## src/design/brp_pkg.sv

```systemverilog
// ----------------------------------------------------------------------------
// brp_pkg: shared types and helpers for the byte-range parser
// Phase codes, result codes, word structs and the decimal accumulate step.
// ----------------------------------------------------------------------------
package brp_pkg;

   localparam int VALUE_WIDTH = 48;   // accumulator width, saturates at all ones
   localparam int OUT_WIDTH   = 48;   // width of the range fields on the port

   typedef enum logic [3:0] {
      PH_PREFIX0    = 4'd0,
      PH_PREFIX1    = 4'd1,
      PH_PREFIX2    = 4'd2,
      PH_PREFIX3    = 4'd3,
      PH_PREFIX4    = 4'd4,
      PH_PREFIX5    = 4'd5,
      PH_START      = 4'd6,
      PH_TESTTAIL   = 4'd7,
      PH_FIRST      = 4'd8,
      PH_TESTSECOND = 4'd9,
      PH_SECOND     = 4'd10,
      PH_ERROR      = 4'd11
   } phase_type;

   typedef enum logic [1:0] {
      OC_MORE  = 2'd0,
      OC_FINAL = 2'd1,
      OC_ERROR = 2'd2
   } outcome_type;

   localparam logic [7:0] CH_DASH  = 8'h2d;
   localparam logic [7:0] CH_COMMA = 8'h2c;
   localparam logic [7:0] CH_ZERO  = 8'h30;
   localparam logic [7:0] CH_NINE  = 8'h39;
   localparam logic [7:0] CH_EQUAL = 8'h3d;
   localparam logic [7:0] CASE_BIT = 8'h20;

   typedef struct packed {
      logic [7:0] value_byte;
      logic       end_of_value;
   } item_type;

   typedef struct packed {
      logic [OUT_WIDTH-1:0] range_start;
      logic                 start_present;
      logic [OUT_WIDTH-1:0] range_stop;
      logic                 stop_present;
      outcome_type          outcome;
   } result_type;

   // expected character of "bytes=" at a prefix position
   function automatic logic [7:0] prefix_char(input logic [2:0] idx);
      logic [7:0] ch;
      case (idx)
         3'd0:    ch = 8'h62;   // b
         3'd1:    ch = 8'h79;   // y
         3'd2:    ch = 8'h74;   // t
         3'd3:    ch = 8'h65;   // e
         3'd4:    ch = 8'h73;   // s
         default: ch = CH_EQUAL;
      endcase
      return ch;
   endfunction

   // acc*10 + d, clamped to all ones when it no longer fits
   function automatic logic [VALUE_WIDTH-1:0] add_digit(input logic [VALUE_WIDTH-1:0] acc,
                                                        input logic [3:0] d);
      logic [VALUE_WIDTH+3:0] wide;
      logic [VALUE_WIDTH-1:0] res;
      wide = ({4'b0, acc} << 3) + ({4'b0, acc} << 1) + (VALUE_WIDTH+4)'(d);
      if (|wide[VALUE_WIDTH+3:VALUE_WIDTH]) begin
         res = '1;
      end else begin
         res = wide[VALUE_WIDTH-1:0];
      end
      return res;
   endfunction

   // port view of an accumulator: its low OUT_WIDTH bits
   function automatic logic [OUT_WIDTH-1:0] to_out(input logic [VALUE_WIDTH-1:0] v);
      logic [63:0] w;
      w = 64'(v);
      return w[OUT_WIDTH-1:0];
   endfunction

endpackage

```

## src/design/brp_in_stage.sv

```systemverilog
// ----------------------------------------------------------------------------
// brp_in_stage: input word register
// Holds one accepted word until the parse stage consumes it.
// ----------------------------------------------------------------------------
module brp_in_stage
   import brp_pkg::*;
(
   input  logic       clock,
   input  logic       reset,
   input  logic       req_valid,
   output logic       req_stall,
   input  logic [7:0] req_value_byte,
   input  logic       req_end_of_value,
   input  logic       advance,
   output logic       held_valid,
   output item_type   held_item
);

   logic     valid_ff, valid_in;
   item_type item_ff;
   logic     take;

   assign req_stall = valid_ff && !advance;
   assign take      = req_valid && !req_stall;

   always_comb begin
      valid_in = valid_ff;
      if (take) begin
         valid_in = 1'b1;
      end else if (advance) begin
         valid_in = 1'b0;
      end
   end

   always_ff @(posedge clock) begin
      if (reset) begin
         valid_ff <= 1'b0;
      end else begin
         valid_ff <= valid_in;
      end
   end

   always_ff @(posedge clock) begin
      if (take) begin
         item_ff.value_byte   <= req_value_byte;
         item_ff.end_of_value <= req_end_of_value;
      end
   end

   assign held_valid = valid_ff;
   assign held_item  = item_ff;

endmodule

```

## src/design/brp_parse.sv

```systemverilog
// ----------------------------------------------------------------------------
// brp_parse: range header state machine
// Prefix match, number accumulation and range/error result generation.
// ----------------------------------------------------------------------------
module brp_parse
   import brp_pkg::*;
(
   input  logic       clock,
   input  logic       reset,
   input  logic       fire,
   input  item_type   item,
   output logic       res_valid,
   output result_type res
);

   phase_type              phase_ff, phase_in;
   logic [VALUE_WIDTH-1:0] start_ff, start_in;
   logic [VALUE_WIDTH-1:0] stop_ff, stop_in;
   logic                   given_ff, given_in;

   logic [7:0] ch;
   logic       is_digit;
   logic [3:0] digit;
   logic [7:0] folded;
   logic       prefix_ok;

   assign ch        = item.value_byte;
   assign is_digit  = ch inside {[CH_ZERO:CH_NINE]};
   assign digit     = ch[3:0];
   assign folded    = (prefix_char(phase_ff[2:0]) == CH_EQUAL) ? ch : (ch | CASE_BIT);
   assign prefix_ok = folded == prefix_char(phase_ff[2:0]);

   // next state
   always_comb begin
      phase_in = phase_ff;
      start_in = start_ff;
      stop_in  = stop_ff;
      given_in = given_ff;
      if (item.end_of_value) begin
         phase_in = PH_PREFIX0;
         start_in = '0;
         stop_in  = '0;
         given_in = 1'b0;
      end else begin
         case (phase_ff)
            PH_PREFIX0, PH_PREFIX1, PH_PREFIX2,
            PH_PREFIX3, PH_PREFIX4, PH_PREFIX5: begin
               phase_in = prefix_ok ? phase_type'(phase_ff + 4'd1) : PH_ERROR;
            end
            PH_START: begin
               start_in = '0;
               stop_in  = '0;
               if (ch == CH_DASH) begin
                  given_in = 1'b0;
                  phase_in = PH_TESTTAIL;
               end else if (is_digit) begin
                  given_in = 1'b1;
                  start_in = VALUE_WIDTH'(digit);
                  phase_in = PH_FIRST;
               end else begin
                  phase_in = PH_ERROR;
               end
            end
            PH_TESTTAIL: begin
               if (is_digit) begin
                  stop_in  = VALUE_WIDTH'(digit);
                  phase_in = PH_SECOND;
               end else begin
                  phase_in = PH_ERROR;
               end
            end
            PH_FIRST: begin
               if (ch == CH_DASH) begin
                  phase_in = PH_TESTSECOND;
               end else if (is_digit) begin
                  start_in = add_digit(start_ff, digit);
               end else begin
                  phase_in = PH_ERROR;
               end
            end
            PH_TESTSECOND, PH_SECOND: begin
               if (ch == CH_COMMA) begin
                  phase_in = PH_START;
                  start_in = '0;
                  stop_in  = '0;
                  given_in = 1'b0;
               end else if (!is_digit) begin
                  phase_in = PH_ERROR;
               end else if (phase_ff == PH_TESTSECOND) begin
                  stop_in  = VALUE_WIDTH'(digit);
                  phase_in = PH_SECOND;
               end else begin
                  stop_in = add_digit(stop_ff, digit);
               end
            end
            default: begin
               phase_in = PH_ERROR;
            end
         endcase
      end
   end

   // result word
   always_comb begin
      logic in_range;
      in_range          = phase_ff inside {PH_TESTSECOND, PH_SECOND};
      res_valid         = 1'b0;
      res.start_present = given_ff;
      res.range_start   = given_ff ? to_out(start_ff) : '0;
      res.stop_present  = phase_ff == PH_SECOND;
      res.range_stop    = (phase_ff == PH_SECOND) ? to_out(stop_ff) : '0;
      res.outcome       = OC_MORE;
      if (item.end_of_value) begin
         if (in_range) begin
            res_valid   = 1'b1;
            res.outcome = OC_FINAL;
         end else if (phase_ff != PH_ERROR) begin
            res_valid = 1'b1;
            res       = '{default: '0, outcome: OC_ERROR};
         end
      end else if (in_range && ch == CH_COMMA) begin
         res_valid = 1'b1;
      end else if (phase_ff != PH_ERROR && phase_in == PH_ERROR) begin
         res_valid = 1'b1;
         res       = '{default: '0, outcome: OC_ERROR};
      end
   end

   always_ff @(posedge clock) begin
      if (reset) begin
         phase_ff <= PH_PREFIX0;
         start_ff <= '0;
         stop_ff  <= '0;
         given_ff <= 1'b0;
      end else if (fire) begin
         phase_ff <= phase_in;
         start_ff <= start_in;
         stop_ff  <= stop_in;
         given_ff <= given_in;
      end
   end

endmodule

```

## src/design/http_byte_range_parser.sv

```systemverilog
// ----------------------------------------------------------------------------
// http_byte_range_parser: streaming HTTP Range header value parser
// Matches "bytes=" (any case) and emits one word per a-b, a- or -b range.
// ----------------------------------------------------------------------------
// Usage:
//   req_* carries one header byte per word; req_end_of_value=1 marks the end
//   of the value (its byte is ignored) and returns the parser to reset.
//   rsp_* carries one range word per closing comma or end marker, or a single
//   syntax-error word (all fields zero, outcome error). After an error, bytes
//   are dropped silently until the end marker, which then yields nothing.
//   Numbers saturate at 2^VALUE_WIDTH-1.
// Timing:
//   One word per cycle sustained while rsp_stall is low. A word is parsed
//   from the input register, and its result, if any, goes to the output
//   register. The single pass is a compare plus one x10 shift-add.
// Reset / stall:
//   Synchronous reset empties both registers and clears the parser state.
//   While rsp_stall holds a result, the parser keeps the input word waiting
//   and req_stall rises only once the input register is also occupied.
// ----------------------------------------------------------------------------
module http_byte_range_parser
   import brp_pkg::*;
(
   input  logic                 clock,
   input  logic                 reset,
   input  logic                 req_valid,
   output logic                 req_stall,
   input  logic [7:0]           req_value_byte,
   input  logic                 req_end_of_value,
   output logic                 rsp_valid,
   input  logic                 rsp_stall,
   output logic [OUT_WIDTH-1:0] rsp_range_start,
   output logic                 rsp_start_present,
   output logic [OUT_WIDTH-1:0] rsp_range_stop,
   output logic                 rsp_stop_present,
   output logic [1:0]           rsp_outcome
);

   logic       held_valid;
   item_type   held_item;
   logic       advance;
   logic       res_valid;
   result_type res;

   logic       out_valid_ff, out_valid_in;
   result_type out_ff;

   // parse the held word when the output register can take its result
   assign advance = held_valid && (!out_valid_ff || !rsp_stall);

   brp_in_stage u_in (
      .clock            (clock),
      .reset            (reset),
      .req_valid        (req_valid),
      .req_stall        (req_stall),
      .req_value_byte   (req_value_byte),
      .req_end_of_value (req_end_of_value),
      .advance          (advance),
      .held_valid       (held_valid),
      .held_item        (held_item)
   );

   brp_parse u_parse (
      .clock     (clock),
      .reset     (reset),
      .fire      (advance),
      .item      (held_item),
      .res_valid (res_valid),
      .res       (res)
   );

   // output register
   always_comb begin
      out_valid_in = out_valid_ff;
      if (advance) begin
         out_valid_in = res_valid;
      end else if (!rsp_stall) begin
         out_valid_in = 1'b0;
      end
   end

   always_ff @(posedge clock) begin
      if (reset) begin
         out_valid_ff <= 1'b0;
      end else begin
         out_valid_ff <= out_valid_in;
      end
   end

   always_ff @(posedge clock) begin
      if (advance && res_valid) begin
         out_ff <= res;
      end
   end

   assign rsp_valid         = out_valid_ff;
   assign rsp_range_start   = out_ff.range_start;
   assign rsp_start_present = out_ff.start_present;
   assign rsp_range_stop    = out_ff.range_stop;
   assign rsp_stop_present  = out_ff.stop_present;
   assign rsp_outcome       = out_ff.outcome;

endmodule

```

## config.mk

```make
export PLATFORM = sky130hd
export DESIGN_NAME = http_byte_range_parser
export DESIGN_NICKNAME = d
export VERILOG_FILES = /design/src/design/brp_pkg.sv /design/src/design/brp_in_stage.sv /design/src/design/brp_parse.sv /design/src/design/http_byte_range_parser.sv
export SDC_FILE = /design/constraint.sdc
export NUM_CORES = 1
export LEC_CHECK = 0
export BUFFER_PORTS_ARGS = -buffer_cell sky130_fd_sc_hd__buf_4
export CAP_MARGIN = 25
export CORE_UTILIZATION = 65
export DETAILED_ROUTE_END_ITERATION = 7
export MAX_ROUTING_LAYER = met4
export PLACE_DENSITY = 0.85
export SLEW_MARGIN = 5
export SYNTH_ARGS = -nofsm -noshare
export SYNTH_HDL_FRONTEND = slang
export SYNTH_SLANG_ARGS = --single-unit
```

## constraint.sdc

```tcl
create_clock -name clock -period 11.1 [get_ports clock]
set_input_delay 0 -clock clock [delete_from_list [all_inputs] [get_ports clock]]
set_output_delay 0 -clock clock [all_outputs]
set_load 0.05 [all_outputs]
```

==> metrics.csv <==
metric,value,unit
Die Y-Extent,156,µm
IO buf count,114,
Peak supply drop,144,µV
Seq cells post-synth,212,
Post-Syn Area,0.0154,mm²
largest net degree at the start of global routing,64,
first-pass GRT wire length,62700,µm
Worst path slowest cell,fa_1,
CP endpoint kind,register,
Worst Min Path Start,req_value_byte[0],
Syn Nets,1841,
gr ovfl total,0,
biggest cell delay along the critical path,650,ps
GPL Wtd Cong,0.971,
DRT iter0 DRCs,1108,
core footprint,0.0229,mm²
initial antenna violation count,0,
Worst EP arrival,5490,ps
R2R depth,12,
Flop pwr share,47.7,%
Non-Filler Instances,2039,
DR vias,13300,
Std-Cell Rows,55,
ant diodes,0,
Int Pwr,1.34,mW
sequential share of the synthesized area,34.7,%
Slew @ Worst Pin,816,ps
Most common cell on crit path,fa_1,
Synth Instances,1629,
Synth warnings,0,
drt wl/cell,18.6,µm
final count of hold timing violations,0,
crit path kind,reg2reg,
Clk pwr share,42.8,%
NetSw,0.459,mW
Startpoint Class,register,
share of cells above drive strength 1,11.8,%
Synth Flop Type,edfxtp_1,
crit path cell chain,fa_1 > inv_1 > fa_1 > nor2b_1 > o2111ai_1 > a31oi_1 > o211ai_1 > a31o_2 > o311ai_1 > o31a_1 > buf_4 > a221o_1,
DR pass1 iterations,6,
cts hold-fix bufs,15,
number of setup violations in the final report,0,
skew final,14.7,ps
r2r endpoint,u_parse.stop_ff[12],
"Period Utilization, post-route",45.2,%
CTS Buf Count,24,
CTS tree,done,
Synth top area share,21.3,%
Worst-path clk slew,60,ps
Logic pwr share,9.5,%
max_cap viols,0,
CP max FO,32,
syn avg cell area,9.43,µm²
Post-CTS Resized,0,
die area,0.0242,mm²
ys async rst share,0,%
dpl cells,1980,
WP buf/inv,2,
worst slew margin relative to its limit,45.5,%
post-synth cell types,83,
Area Overhead vs Synth,12.4,%
Worst path top cell family by delay,compound AO/OA/AOI/OAI gates,
vias in the first global route,12800,
initial core utilization,67.0,%
register-to-register setup slack,6080,ps
Final Critical Period,5020,ps
Skew-Pair Late Insertion Delay,540,ps
worst hold path class,in2reg,
clk root buf,clkbuf_16,
dominant cell type by area after synthesis,edfxtp_1,
boundary pin count,115,
detailed-placement wirelength estimate,27600,µm
drt via density,6.51,
GRT Total Usage,32.6,%
CP required,11570,ps
RSZ-0062 raised after global routing,false,
Fin Setup TNS,0,ps
drt drc,0,
max-slew violations,0,
Layout Nets,1920,
die width,156,µm
power per cell area,104,mW/mm²
clock buffer depth,3,
status,finished clean,
r2r startpoint,u_in.held_item[4],
worst hold stages,2,
post-route ant nets,0,
switching share of power,25.5,%
# H-tree levels,1,
Setup Buffers After CTS,0,
# clock sinks,212,
DRT Wirelength,38000,µm
largest cells by area after synthesis,"edfxtp_1 21%, ha_1 16%, dfxtp_1 13%, a221o_1 4.6%, a21oi_1 4.5%",
Post-synth EDFFs,109,
Leakage,7.80,nW
hold path endpoint,u_in.held_item[1],
Max Freq,199,MHz
state kept, by name, indices dropped and copies added, names as in the netlist, 2 cells and up:
register,count
u_parse.start_ff,48
rsp_outcome,2
rsp_range_stop,48
rsp_range_start,48
u_parse.phase_ff,4
u_in.held_item,9
u_parse.stop_ff,48
per-stage QoR:
stage | util, % | power (mW) | instance area (µm²) | worst slack (ps) | hold slack (ps)
finish | 75.3 | 1.80 | 17300 | 6080 | 184
detailed placement | 71.3 | 1.04 | 16300 | 6270 | 179
CTS | 75.3 | 1.81 | 17300 | 6210 | 169
floorplan | - | 0.992 | 15400 | 4080 | 98.9
global route | 75.3 | 1.85 | 17300 | 5730 | 184
global placement | 71.1 | 1.04 | 16300 | 6470 | 179
layout by cell type, fill, tap and decap left out, drive strengths merged, types with 21 or more instances in the layout:
master / n
ha: 195
a21oi: 140
nand2: 125
buf: 123
edfxtp: 109
and2: 106
dfxtp: 103
nor2: 98
o21ai: 84
a221o: 70
xnor2: 49
a21o: 45
inv: 43
xor2: 37
clkbuf: 33
nor3: 25
nand3: 22
nand4: 22
a211oi: 21
per-layer routing:
layer	vias to the layer above	part of all wire, %	track usage, %
met5	-	0	-
met4	0	2.8	11.1
met3	83	7.0	3.94
met2	517	45	51.2
met1	6333	45	43.6
li1	6343	-	-
cells in the mapped netlist (7+ instances only):
cell and n:
or3_1 7, a31oi_1 14, inv_1 41, a31o_2 13, dfxtp_1 103, nand2b_1 12
a211o_1 8, and2_1 105, o211ai_1 15, ha_1 195, and3_1 14, buf_2 27
nor3_1 25, nor2b_1 11, a211oi_1 18, a221o_1 70, nor2_1 98, o21ai_0 79
a221oi_1 7, xor2_1 37, buf_6 7, edfxtp_1 109, a21o_1 45, a22oi_1 9
o31ai_1 8, o21bai_1 17, o21a_1 9, nand3_1 22, nand4_1 21, nand2_1 125
nor4_1 10, xnor2_1 49, clkbuf_1 44, a21oi_1 139
worst max path at each step:
stage,start,to,cells past startpoint
2_1_floorplan,u_parse.phase_ff[0],rsp_outcome[0],12
3_3_place_gp,u_in.held_item[4],u_parse.start_ff[29],14
3_5_place_dp,u_in.held_item[4],u_parse.stop_ff[12],12
4_1_cts,u_in.held_item[4],u_parse.stop_ff[12],12
5_1_grt,u_in.held_item[4],u_parse.stop_ff[12],12
6_report,u_in.held_item[4],u_parse.stop_ff[12],12
cell families (layout without fill, tap and decap cells):
logic type | count (synthesis) | in the layout | synth area share (%)
compound gates | 516 | 516 | 23.5
xor+xnor | 86 | 86 | 4.90
fa+ha+maj | 199 | 199 | 16.4
buf+inv | 126 | 223 | 3.68
flops | 212 | 212 | 34.7
mux | 6 | 6 | 0.399
simple gates | 484 | 484 | 16.3
final cells by class:
cell class                      instances  area (µm²)
Clock buffer                           33         666
Clock inverter                         11         113
Fill cell                            1614        5660
Inverter                               41         154
Multi-Input combinational cell       1291        9490
Sequential cell                       212        5340
Tap cell                              313         392
Timing Repair Buffer                  138        1110
power groups by stage:
stage	logic (mW)	registers, mW	clock network [mW]
global route	0.179	0.861	0.813
finish	0.171	0.859	0.771
detailed placement	0.166	0.875	0
global placement	0.160	0.875	0
floorplan	0.0463	0.945	0
CTS	0.171	0.859	0.783
Note: power is estimated with default switching activity, not from simulation.
